`src/hw/rtl/rms_envelope_follower_core_macros.svh`:
```
// Assertion macros for the RMS envelope follower RTL.
// Included by the top level; depends on nothing else.
`ifndef RMS_ENVELOPE_FOLLOWER_CORE_MACROS_SVH
`define RMS_ENVELOPE_FOLLOWER_CORE_MACROS_SVH

`ifndef ASSERT_OFF
// Checks that a property holds at every clock edge outside reset.
`define RMSEF_ASSERT(label, clk, rst_n, prop, msg) \
    label: assert property (@(posedge clk) disable iff (!rst_n) (prop)) else $error(msg);
// Checks that a condition is followed by a consequence in the next cycle.
`define RMSEF_ASSERT_NEXT(label, clk, rst_n, cond, nxt, msg) \
    label: assert property (@(posedge clk) disable iff (!rst_n) (cond) |=> (nxt)) \
        else $error(msg);
`else
`define RMSEF_ASSERT(label, clk, rst_n, prop, msg)
`define RMSEF_ASSERT_NEXT(label, clk, rst_n, cond, nxt, msg)
`endif

`endif

```
`src/hw/rtl/rmsef_pkg.sv`:
```
// Shared constants and types for the RMS envelope follower.
// No dependencies; imported by the top level.
`timescale 1ns / 1ps
`default_nettype none

package rmsef_pkg;

    // Reset value of the smoothing coefficient: 4 ms at 48 kHz in Q0.16.
    localparam int unsigned COEFF_RESET = 747;

    // Sequencer state vector and its codes.
    typedef logic [2:0] t_state;

    localparam t_state ST_IDLE = 3'd0;
    localparam t_state ST_DIFF = 3'd1;
    localparam t_state ST_MUL  = 3'd2;
    localparam t_state ST_UPD  = 3'd3;
    localparam t_state ST_SQRT = 3'd4;
    localparam t_state ST_DONE = 3'd5;

endpackage

`default_nettype wire

```
`src/hw/rtl/rms_envelope_follower_core.sv`:
```
// RMS envelope follower: first-order mean-square averager with integer square root.
// Depends on rmsef_pkg and rms_envelope_follower_core_macros.svh.
`timescale 1ns / 1ps
`default_nettype none

`include "rms_envelope_follower_core_macros.svh"

// Each sample request updates the running mean square m = (1-a)*m + a*x*x, with a held in
// Q0.COEFF_FRAC_BITS, and returns floor(sqrt(floor(m))) as the envelope. An accepted request
// steps through the DIFF, MUL, UPD, SQRT and DONE states before its envelope reaches the
// result register, and the next sample is accepted only once the core is back in IDLE. The
// update runs through the bit-serial coefficient multiplier, which retires one coefficient bit
// per cycle, and the restoring square root, which produces one envelope bit per cycle.
// A finished envelope waits in its own output register, so a stalled consumer does not
// hold up the next sample until a second result is ready. The coefficient register should
// only be written while no sample is in flight.
module rms_envelope_follower_core #(
    parameter int SAMPLE_WIDTH    = 16,
    parameter int COEFF_FRAC_BITS = 16
) (
    input  logic                              i_clk,
    input  logic                              i_rst_n,
    input  logic                              i_cfg_we,
    input  logic [COEFF_FRAC_BITS-1:0]        i_cfg_data,
    input  logic                              i_in_valid,
    output logic                              o_in_stall,
    input  logic signed [SAMPLE_WIDTH-1:0]    i_sample,
    output logic                              o_out_valid,
    input  logic                              i_out_stall,
    output logic [SAMPLE_WIDTH-1:0]           o_envelope
);

    import rmsef_pkg::*;

    // Derived widths.
    localparam int SQW  = 2 * SAMPLE_WIDTH - 1;         // square of the magnitude
    localparam int MSW  = SQW + COEFF_FRAC_BITS;        // mean square
    localparam int AW   = MSW + 2;                      // signed product accumulator
    localparam int RW   = SAMPLE_WIDTH + 2;             // square root remainder
    localparam int RADW = 2 * SAMPLE_WIDTH;             // radicand shift register
    localparam int NMAX = (SAMPLE_WIDTH > COEFF_FRAC_BITS) ? SAMPLE_WIDTH : COEFF_FRAC_BITS;
    localparam int CW   = $clog2(NMAX);

    localparam logic [COEFF_FRAC_BITS-1:0] COEFF_RST = COEFF_FRAC_BITS'(COEFF_RESET);
    localparam logic [SAMPLE_WIDTH-1:0]    ENV_MAX   = {1'b1, {(SAMPLE_WIDTH-1){1'b0}}};
    localparam logic [CW-1:0]              MUL_LAST  = CW'(COEFF_FRAC_BITS - 1);
    localparam logic [CW-1:0]              SQRT_LAST = CW'(SAMPLE_WIDTH - 1);

    // Registers and their next values.
    t_state                       r_state,     n_state;
    logic [CW-1:0]                r_cnt,       n_cnt;
    logic [COEFF_FRAC_BITS-1:0]   r_coeff,     n_coeff;
    logic [COEFF_FRAC_BITS-1:0]   r_coef_sh,   n_coef_sh;
    logic [SQW-1:0]               r_sq,        n_sq;
    logic [MSW-1:0]               r_ms,        n_ms;
    logic signed [MSW:0]          r_diff,      n_diff;
    logic signed [AW-1:0]         r_acc,       n_acc;
    logic [RADW-1:0]              r_rad,       n_rad;
    logic [RW-1:0]                r_rem,       n_rem;
    logic [SAMPLE_WIDTH-1:0]      r_root,      n_root;
    logic [SAMPLE_WIDTH-1:0]      r_env,       n_env;
    logic                         r_out_valid, n_out_valid;

    // Datapath nets.
    logic [SAMPLE_WIDTH-1:0]      w_mag;
    logic [2*SAMPLE_WIDTH-1:0]    w_sq_full;
    logic signed [MSW:0]          w_diff;
    logic signed [AW-1:0]         w_addend;
    logic signed [AW-1:0]         w_acc_sum;
    logic [AW-1:0]                w_ms_sum;
    logic [RW+1:0]                w_rem_sh;
    logic [RW+1:0]                w_trial;
    logic [RW+1:0]                w_rem_sub;
    logic                         w_ge;

    // Magnitude and square of the incoming sample; full-scale negative gives 2^(W-1).
    assign w_mag     = i_sample[SAMPLE_WIDTH-1] ? $unsigned(~i_sample + 1'b1)
                                                : $unsigned(i_sample);
    assign w_sq_full = w_mag * w_mag;

    // Signed distance from the mean square to the scaled square: d = x*x*ONE - m.
    assign w_diff = $signed({1'b0, r_sq, {COEFF_FRAC_BITS{1'b0}}}) - $signed({1'b0, r_ms});

    // Shift-and-add step of a*d / ONE, one coefficient bit per cycle, flooring each shift.
    assign w_addend  = r_coef_sh[0] ? {{(AW-MSW-1){r_diff[MSW]}}, r_diff} : '0;
    assign w_acc_sum = r_acc + w_addend;

    // Updated mean square; the result never goes negative nor exceeds MSW bits.
    assign w_ms_sum = {2'b00, r_ms} + $unsigned(r_acc);

    // Restoring square root step: bring down two radicand bits and try (root*4 + 1).
    assign w_rem_sh  = {r_rem, r_rad[RADW-1 -: 2]};
    assign w_trial   = {2'b00, r_root, 2'b01};
    assign w_ge      = (w_rem_sh >= w_trial);
    assign w_rem_sub = w_rem_sh - w_trial;

    // Sequencer and next-state logic.
    always_comb begin
        n_state     = r_state;
        n_cnt       = r_cnt;
        n_coeff     = r_coeff;
        n_coef_sh   = r_coef_sh;
        n_sq        = r_sq;
        n_ms        = r_ms;
        n_diff      = r_diff;
        n_acc       = r_acc;
        n_rad       = r_rad;
        n_rem       = r_rem;
        n_root      = r_root;
        n_env       = r_env;
        n_out_valid = r_out_valid;

        if (i_cfg_we) begin
            n_coeff = i_cfg_data;
        end

        // The consumer takes the waiting result.
        if (r_out_valid && !i_out_stall) begin
            n_out_valid = 1'b0;
        end

        unique case (r_state)
            ST_IDLE: begin
                if (i_in_valid) begin
                    n_sq      = w_sq_full[SQW-1:0];
                    n_coef_sh = r_coeff;
                    n_state   = ST_DIFF;
                end
            end
            ST_DIFF: begin
                n_diff  = w_diff;
                n_acc   = '0;
                n_cnt   = MUL_LAST;
                n_state = ST_MUL;
            end
            ST_MUL: begin
                n_acc     = w_acc_sum >>> 1;
                n_coef_sh = r_coef_sh >> 1;
                if (r_cnt == '0) begin
                    n_state = ST_UPD;
                end else begin
                    n_cnt = r_cnt - 1'b1;
                end
            end
            ST_UPD: begin
                n_ms    = w_ms_sum[MSW-1:0];
                n_rad   = {1'b0, w_ms_sum[MSW-1:COEFF_FRAC_BITS]};
                n_rem   = '0;
                n_root  = '0;
                n_cnt   = SQRT_LAST;
                n_state = ST_SQRT;
            end
            ST_SQRT: begin
                n_rad  = r_rad << 2;
                n_rem  = w_ge ? w_rem_sub[RW-1:0] : w_rem_sh[RW-1:0];
                n_root = {r_root[SAMPLE_WIDTH-2:0], w_ge};
                if (r_cnt == '0) begin
                    n_state = ST_DONE;
                end else begin
                    n_cnt = r_cnt - 1'b1;
                end
            end
            ST_DONE: begin
                // Load the output register once it is free or being emptied.
                if (!r_out_valid || !i_out_stall) begin
                    n_env       = r_root;
                    n_out_valid = 1'b1;
                    n_state     = ST_IDLE;
                end
            end
            default: begin
                n_state = ST_IDLE;
            end
        endcase
    end

    // Control state and the running mean square.
    always_ff @(posedge i_clk) begin
        if (!i_rst_n) begin
            r_state     <= ST_IDLE;
            r_cnt       <= '0;
            r_coeff     <= COEFF_RST;
            r_ms        <= '0;
            r_out_valid <= 1'b0;
        end else begin
            r_state     <= n_state;
            r_cnt       <= n_cnt;
            r_coeff     <= n_coeff;
            r_ms        <= n_ms;
            r_out_valid <= n_out_valid;
        end
    end

    // Datapath registers need no reset.
    always_ff @(posedge i_clk) begin
        r_coef_sh <= n_coef_sh;
        r_sq      <= n_sq;
        r_diff    <= n_diff;
        r_acc     <= n_acc;
        r_rad     <= n_rad;
        r_rem     <= n_rem;
        r_root    <= n_root;
        r_env     <= n_env;
    end

    // Outputs.
    assign o_in_stall  = (r_state != ST_IDLE);
    assign o_out_valid = r_out_valid;
    assign o_envelope  = r_env;

    // Assertions.
    `RMSEF_ASSERT_NEXT(a_accept_starts, i_clk, i_rst_n, i_in_valid && !o_in_stall, r_state == ST_DIFF, "accepted sample did not start the update")
    `RMSEF_ASSERT(a_result_from_done, i_clk, i_rst_n, $rose(o_out_valid) |-> ($past(r_state) == ST_DONE), "result appeared outside the completion step")
    `RMSEF_ASSERT(a_ms_no_overflow, i_clk, i_rst_n, (r_state == ST_UPD) |-> (w_ms_sum[AW-1:MSW] == '0), "mean square update overflowed")
    `RMSEF_ASSERT(a_env_in_range, i_clk, i_rst_n, o_out_valid |-> (o_envelope <= ENV_MAX), "envelope above full scale")

endmodule

`default_nettype wire

```
`config.mk`:
```
export PLATFORM = sky130hd
export DESIGN_NAME = rms_envelope_follower_core
export DESIGN_NICKNAME = d
export VERILOG_FILES = /design/src/hw/rtl/rmsef_pkg.sv /design/src/hw/rtl/rms_envelope_follower_core.sv
export VERILOG_INCLUDE_DIRS = /design/src /design/src/hw/rtl
export SDC_FILE = /design/constraint.sdc
export NUM_CORES = 1
export LEC_CHECK = 0
export ABC_CLOCK_PERIOD_IN_PS = 27500
export BUFFER_PORTS_ARGS = -buffer_cell sky130_fd_sc_hd__buf_2
export CAP_MARGIN = 5
export CORE_UTILIZATION = 41
export CTS_CLUSTER_SIZE = 28
export DETAILED_ROUTE_END_ITERATION = 12
export HOLD_SLACK_MARGIN = 0.1
export PLACE_DENSITY = 0.61
export SYNTH_ARGS = -nofsm -noshare
export SYNTH_HDL_FRONTEND = slang
export SYNTH_SLANG_ARGS = --single-unit
```
`constraint.sdc`:
```
create_clock -name i_clk -period 27.5 [get_ports i_clk]
set_input_delay 2.75 -clock i_clk [delete_from_list [all_inputs] [get_ports i_clk]]
set_output_delay 2.75 -clock i_clk [all_outputs]
set_load 0.01 [all_outputs]
```
Word level (Yosys, flattened, before mapping)
Index checks and enable logic that the tools add are counted.
{ "op_classes": {"n_div": 0, "n_bitwise": 1, "multipliers": 1, "n_mux": 19, "shift": 0, "n_lt_le_gt_ge": 1, "reduce_logical": 18, "addsub": 6, "n_eq_ne": 10} }
{ "op_table": {"columns": ["cell", "count"], "rows": [
  ["49-bit one-hot mux with 2 select lines", 1],
  ["16-bit one-hot mux with 2 select lines", 2],
  ["32-bit one-hot mux with 2 select lines", 1],
  ["49-bit adder", 1],
  ["49-bit 2-to-1 mux", 1],
  ["47-bit by 47-bit subtractor with 48-bit output", 1],
  ["47-bit adder", 1],
  ["18-bit one-hot mux with 2 select lines", 1],
  ["16-bit 2-to-1 mux", 2],
  ["16-bit by 16-bit multiplier with 31-bit output", 1],
  ["20-bit by 18-bit greater-or-equal comparator with 1-bit output", 1],
  ["18-bit 2-to-1 mux", 1],
  ["3-bit one-hot mux with 6 select lines", 1],
  ["18-bit subtractor", 1],
  ["16-bit by 1-bit adder with 16-bit output (second input constant)", 1],
  ["16-bit NOT", 1],
  ["3-bit 2-to-1 mux", 4],
  ["2-bit != test (second input constant)", 5],
  ["4-bit one-hot mux with 2 select lines", 1],
  ["2-bit AND reduction", 4],
  ["2-bit nonzero test", 4],
  ["3-bit by 2-bit equality test with 1-bit output (second input constant)", 2],
  ["3-bit equality test (second input constant)", 2],
  ["4-bit logical NOT", 1],
  ["other kinds (11)", 15]
]} }
{ "totals": {"output_inout_bits": 18, "latch_bits": 0, "mem_count": 0, "rom_bits": 0, "ram_bits": 0, "word_cells": 69, "ff_bits": 297} }

Depth between registers and ports, before layout
Gate-level depths: netlist of the first run.
{ "depth": {"ltp_word": 5, "mapped_depth": 33} }

Worst setup path before layout of the first run
OpenSTA, ideal clock, no wires.
{ "synth_timing": {"path_kind": "input -> register", "startpoint": "input port i_sample[6]", "endpoint": "register r_sq[28] (data pin)", "arrival_ns": 10.224, "stages": 26, "path_buffers": 1, "slack_ns": 17.018, "path_cell_list": "or4_1 or3_1 or4_1 o21a_1 xnor2_1 clkbuf_1 nor2_1 fa_1 fa_1 fa_1 fa_1 fa_1 inv_1 fa_1 inv_1 ha_1 a211o_1 nor2_1 nand2_1 a311oi_1 nor3_1 a2111oi_0 o21ai_0 a31o_2 a21oi_1 xnor2_1"} }
{ "synth_via": {"elab_chain_cells": 4} }
{ "synth_lines": {"columns": ["element", "line", "rtl"], "rows": [
  ["from (decl)", "rms_envelope_follower_core.sv:27", "input logic signed [SAMPLE_WIDTH-1:0] i_sample,"],
  ["16-bit NOT", "rms_envelope_follower_core.sv:77", "assign w_mag = i_sample[SAMPLE_WIDTH-1] ? $unsigned(~i_sample + 1'b1)"],
  ["16-bit by 1-bit adder with 16-bit output", "rms_envelope_follower_core.sv:77", null],
  ["16-bit 2-to-1 mux *", "rms_envelope_follower_core.sv:77", null],
  ["16-bit by 16-bit multiplier with 31-bit output *", "rms_envelope_follower_core.sv:79", "assign w_sq_full = w_mag * w_mag;"],
  ["via w_sq_full[28]", "rms_envelope_follower_core.sv:66", "logic [2*SAMPLE_WIDTH-1:0] w_sq_full;"],
  ["to (signal assigned)", "rms_envelope_follower_core.sv:197", "r_sq <= n_sq;"],
  ["to (decl)", "rms_envelope_follower_core.sv:54", "logic [SQW-1:0] r_sq, n_sq;"]
]} }
The timed path passes the listed nets; every way through them passes the cells marked *.
A chain may end at the register's enable or synchronous reset.

Worst setup path in the final report of the first run
Ends and elaborated chain as after synthesis.

==> results of run 1 <==
==> per-layer routing <==
| metal | vias to the layer above | global-route usage |
|---|---|---|
| met2 | 386 | 0.3405 |
| li1 | 9603 | - |
| met1 | 9413 | 0.2528 |
| met3 | 101 | 0.01545 |
| met5 | - | 0 |
| met4 | 0 | 0.06303 |
==> final timing paths <==
path	endpoint	slack [ps]
setup reg to reg	r_acc[44]	23030
setup / recovery	r_sq[28]	16260
hold reg to reg	o_envelope[1]	440
hold / removal	o_envelope[1]	440
==> area by class of cell <==
cell class / count / area, sq um / area share
clock buffer: 46 / 915.9 / 0.03269
tap: 837 / 1047 / 0.03737
clock inverter: 16 / 182.7 / 0.006519
inverter: 336 / 1261 / 0.04501
multi-input combinational: 2074 / 16050 / 0.5726
sequential: 295 / 8148 / 0.2908
timing repair buffer: 74 / 420.4 / 0.01500
==> Yosys cell counts, drive strengths merged, types with 12 or more instances <==
master    n  area, sq um
and3     22        137.6
nand2b   30        187.7
nand2   329         1235
xor2     64        568.1
edfxtp  224         6726
fa      167         3343
mux2i    35        350.3
clkbuf   72        270.3
o21bai   28        210.2
xnor2   116         1016
a21o     87        653.1
nand4    24        150.1
o21ai    97        489.2
o21a     21        157.7
and2     61        381.6
nor3     43        215.2
inv     331         1242
nand3    48        240.2
dfxtp    71         1421
nor2    233        874.6
nor2b    21        131.4
a31oi    19        133.9
ha      237         2965
a211oi   21        162.6
a21oi   204         1025
o211ai   12        103.9
==> registers in the layout, indices dropped and copies added (netlist names) <==
register and cells:
r_sq 30, r_ms 47, r_rem 18, r_coeff 16, r_acc 48, o_envelope 16
o_out_valid 1, r_root 16, r_state 3, r_cnt 4, r_diff 48, r_rad 32
r_coef_sh 16
==> critical path: stages <==
cell	delay [ps]
buf_2	120
or4_1	570
or3_1	380
or4_1	430
o21a_1	220
xnor2_1	870
nor2_1	230
fa_1	560
fa_1	520
fa_1	530
fa_1	530
fa_1	550
inv_1	50
fa_1	530
inv_1	50
ha_1	360
a211o_1	300
nor2_1	100
nand2_1	60
a311oi_1	330
nor3_1	140
a2111oi_0	570
o21ai_0	230
a31o_2	280
a21oi_1	170
xnor2_1	80
==> power by group through the flow <==
stage                     clock (mW)  sequential [mW]  combinational [mW]
after global placement             0            0.739                2.52
after floorplan                    0            0.727                2.06
final                          0.452            0.732                2.59
after global routing           0.478            0.738                2.98
after CTS                      0.466            0.731                2.61
after detailed placement           0            0.739                2.58
==> kinds of logic (layout without fill, tap and decap cells) <==
family / after synthesis / count (layout) / share of synthesized area
adder cells (fa/ha/maj): 404 / 404 / 0.2456
XOR/XNOR: 181 / 181 / 0.06254
buffers and inverters: 418 / 472 / 0.06142
flip-flops: 295 / 295 / 0.3172
multiplexers: 38 / 38 / 0.01495
other: 2 / 11 / 0.0002923
AND/OR/NAND/NOR: 857 / 857 / 0.1512
AO/OA/AOI/OAI: 583 / 583 / 0.1469
==> results.tsv, run 1 <==
metric	value	unit
DR WL met3	1998	microns
setup violators final	0	
Sw Pwr	1.698	mW
CTS tree	yes	
mapped cell area	25690	sq um
hpwl dp	47550	microns
Pleak	12.45	nW
Clock transition at path regs	60	ps
Seq pwr share	0.194	
fin util	0.4532	
root buf cell	clkbuf_16	
worst hold margin	439.2	ps
die height	252.3	microns
Post-synth EDFFs	224	
post-CTS sizing	0	
Reg-to-Reg Start	r_coef_sh[0]	
min cycle time layout	11240	ps
Clock Power Share	0.120	
setup ws final	16260	ps
Antenna Nets Post-Route	0	
Internal	2.078	mW
vias per cell	5.303	
wire length on met1	27880	microns
commonest cells after routing, fill and taps aside	nand2_1 (327), inv_1 (327), ha_1 (237)	
largest net degree at the start of global routing	65	
Num CTS Buffers	34	
CORE AREA	61830	sq um
async set-or-reset flop fraction in the synthesized netlist	0	
Yosys cell types	83	
Worst R2R Path Depth	13	
Ports	55	
Hold Crit Depth	0	
Slew Limit Fails	0	
Worst setup startpoint	i_sample[6]	
MaxCap Viol Count	0	
Pre-antenna DRT Iters	6	
clk_skew	28.28	ps
RSZ-0062 raised after global routing	no	
row count	91	
DIE AREA	63660	sq um
input/output buffers	54	
Initial Util	0.4155	
Worst Path Required	27770	ps
initial antenna violation count	0	
Critical Path AT	11510	ps
placed insts	3616	
Iter 0 DRT Violations	1204	
crit share post-route	0.4087	
status	completed	
worst hold path type	flip-flop to flip-flop	
Worst-Skew Late Latency	540	ps
Fillers	5932	
routed len/inst	16.63	microns
switching share of power	0.4497	
cell count after synthesis	2778	
dpl ws	15770	ps
CTS max path bufs	3	
Final Hold Viols	0	
Seq/Total Area, Yosys	0.3172	
Final Net Count	3256	
Slew HR	0.2185	
worst slew pin tran	1164	ps
Worst Setup End Kind	flip-flop	
ratio of cells with drive above 1 in the final layout	0.05808	
placed instance area	26920	sq um
P&R area growth vs syn	9.074	%
startpoint types	input port	
maximum VDD drop	0.0001768	V
Final Wtd Congestion	0.8960	
DRC	0	
Yosys Warn Count	0	
remaining global-route overflow	0	
Pwr Total	3.776	mW
synthesized flop and latch total	295	
uppermost routed layer	met4	
critical path class	input port to flip-flop	
maximum clock rate	88.98	MHz
final WL	61150	microns
H-tree depth	2	
cts hold-fix bufs	0	
critical path peak fanout	12	
cell area power density	134.8	nW/um^2
Logic pwr share	0.687	
Avg Inst Size Synth	9.248	sq um
post-route cell area	28020	sq um
GR Util All Layers	0.1942	
ANT cells	0	
Hold Crit Start	r_root[1]	
# Post-CTS Setup Buffers	0	
ys flop type	edfxtp_1	
vias in the first global route	19840	
Finished Layout Cells	3678	
wire length on met2	29570	microns
clock sink total	295	
first-pass GRT wire length	100300	microns
die width	252.3	microns
setup TNS	0	ps
total number of vias	19500	
Power figures use the tool's default switching activity.
==> inputs of run 2 (changes only) <==
- ABC_AREA: default -> 1
- ABC_CLOCK_PERIOD_IN_PS: 27500 -> 9900
- PLACE_DENSITY: 0.61 -> 0.63
- clock period: 27.5 -> 9.9 ns (I/O delays scaled with it)
==> results.tsv, run 2 <==
metric	value	unit	change
status	finished, violations left		
failing checks	design-rule violations		
CORE AREA	73210	sq um	+18%
async set-or-reset flop fraction in the synthesized netlist	0		unchanged
worst slew pin tran	1015	ps	-149.3 ps
mapped cell area	30480	sq um	+19%
post-route cell area	33030	sq um	+18%
CP dominant cell by count	nand2_1		
Slew HR	0.3184		+0.09993
input/output buffers	54		unchanged
Max stage delay cell, worst path	fa_1		
Antenna Nets Post-Route	0		unchanged
commonest cells after routing, fill and taps aside	nand2_1 (1302), inv_1 (949), nor2_1 (465)		
Yosys cell types	52		-37%
critical path peak fanout	18		+6
MaxCap Viol Count	0		unchanged
top cell type's share of synthesized area	0.2207		-0.04114
cell count after synthesis	4422		+59%
DRC	6		+6
Critical Path AT	7730	ps	-3780 ps
min cycle time layout	7425	ps	
Synth top cells by count	nand2_1 (1305), inv_1 (950), nor2_1 (468), a21oi_1 (243), ha_1 (237)		
final WL	91400	microns	+49%
initial antenna violation count	0		unchanged
Seq/Total Area, Yosys	0.2673		-0.04983
first-pass GRT wire length	143800	microns	+43%
ratio of cells with drive above 1 in the final layout	0.04769		-0.01039
setup violators final	0		unchanged
setup TNS	0	ps	unchanged
vias per cell	5.015		-5.4%
area occupied by multi-input gates	18440	sq um	+15%
post-CTS sizing	0		unchanged
critical path class	input port to flip-flop		
H-tree depth	2		unchanged
GRT met3 Usage	0.02418		+0.008729
CP max stage delay	540	ps	-330 ps
top cells by area, synth	edfxtp_1 (22%), nand2_1 (16%), inv_1 (12%)		
RSZ-0062 raised after global routing	no		
# Post-CTS Setup Buffers	0		unchanged
ANT cells	0		unchanged
cts hold-fix bufs	0		unchanged
die height	274.6	microns	+8.9%
routed len/inst	16.72	microns	+0.55%
synthesized flop and latch total	295		unchanged
CTS tree	yes		
root buf cell	clkbuf_16		
CTS max path bufs	3		unchanged
Slew Limit Fails	0		unchanged
crit share post-route	0.7500		
met2 GRT Util	0.4114		+0.07088
vias in the first global route	26030		+31%
worst hold path type	flip-flop to flip-flop		
commonest non-fill, non-tap cell in the layout	nand2_1		
largest net degree at the start of global routing	61		-6.2%
Worst-Skew Late Latency	570	ps	+30 ps
Final Wtd Congestion	0.9908		+11%
Ports	55		unchanged
maximum clock rate	134.7	MHz	
placed instance area	31810	sq um	+18%
Synth area leader	edfxtp_1		
total number of vias	27420		+41%
Post-synth EDFFs	224		unchanged
Final Hold Viols	0		unchanged
P&R area growth vs syn	8.383	%	
most frequent cell after synthesis	nand2_1		
hpwl dp	75940	microns	+60%
Iter 0 DRT Violations	2239		+86%
Worst Path Required	10200	ps	-17570 ps
Final Net Count	4919		+51%
DIE AREA	75430	sq um	+18%
Clock transition at path regs	60	ps	about the same
Worst Setup End Kind	flip-flop		
ys flop type	edfxtp_1		
startpoint types	input port		
Pre-antenna DRT Iters	11		+5
Register Area	8148	sq um	unchanged
row count	99		+8.8%
Num CTS Buffers	38		+12%
die width	274.6	microns	+8.9%
GR Util All Layers	0.2446		+0.05040
Yosys Warn Count	0		unchanged
Initial Util	0.4163		+0.0008109
remaining global-route overflow	0		unchanged
Fillers	7598		+28%
GR peak layer	met2		
clk_skew	26.19	ps	-2.087 ps
clock sink total	295		unchanged
Avg Inst Size Synth	6.892	sq um	-25%
met1 usage	0.3329		+0.08014
top flop regs	r_acc x48, r_diff x48, r_ms x47		
-- run 2: final cells by class --
class,count,share of cell area
Clock buffer,51,0.03182
Clock inverter,19,0.005113
Inverter,972,0.1105
Multi-Input combinational cell,3103,0.5583
Sequential cell,295,0.2467
Tap cell,959,0.03632
Timing Repair Buffer,68,0.01136
-- run 2: critical path: cells and delay by family --
kind                     cells  cell delay (ps)
buffers and inverters       10             1010
AND/OR/NAND/NOR             14             1630
adder cells (fa/ha/maj)      8             3640
AO/OA/AOI/OAI                2              420
-- run 2: logic make-up after synthesis --
family,Yosys count,share of synthesized area
AOI/OAI and AO/OA,479,0.08506
xor gates and xnor gates,91,0.02677
buffers and inverters,1033,0.1295
adders and majority gates,404,0.2070
and+or+nand+nor,2118,0.2841
DFF,295,0.2673
other,2,0.0002464
-- run 2: routing by layer --
layer / vias to the layer above / wire length, microns
met5: - / 0
met2: 819 / 42120
met3: 115 / 5330
li1: 13810 / -
met4: 0 / 2604
met1: 12670 / 41340
-- run 2: worst paths after layout --
| check | depth (start not counted) | slack, ps | endpoint | from |
|---|---|---|---|---|
| worst min-delay path | 0 | 440 | o_envelope[13] | r_root[13] |
| worst max register to register | 13 | 6730 | r_acc[23] | r_coef_sh[0] |
| worst min register to register | 0 | 440 | o_envelope[13] | r_root[13] |
| worst max-delay path | 34 | 2470 | r_sq[29] | i_sample[0] |
-- run 2: per-stage QoR --
| stage | worst slack, ps | hold WS [ps] | std cells | utilization |
|---|---|---|---|---|
| 3_5_place_dp | 1937 | 434.5 | 5397 | 0.4346 |
| 6_report | 2475 | 444.7 | 5467 | 0.4512 |
| 4_1_cts | 2501 | 446.1 | 5467 | 0.4512 |
| 5_1_grt | 1885 | 469.5 | 5467 | 0.4512 |
| 3_3_place_gp | 2054 | 435.4 | 5397 | 0.4346 |
| 2_1_floorplan | 2723 | 422.5 | 4431 | - |
Power of run 2 is left out: the tool's default activity adds up to more than one toggle a clock period on the data nets, which glitch-free logic cannot reach.
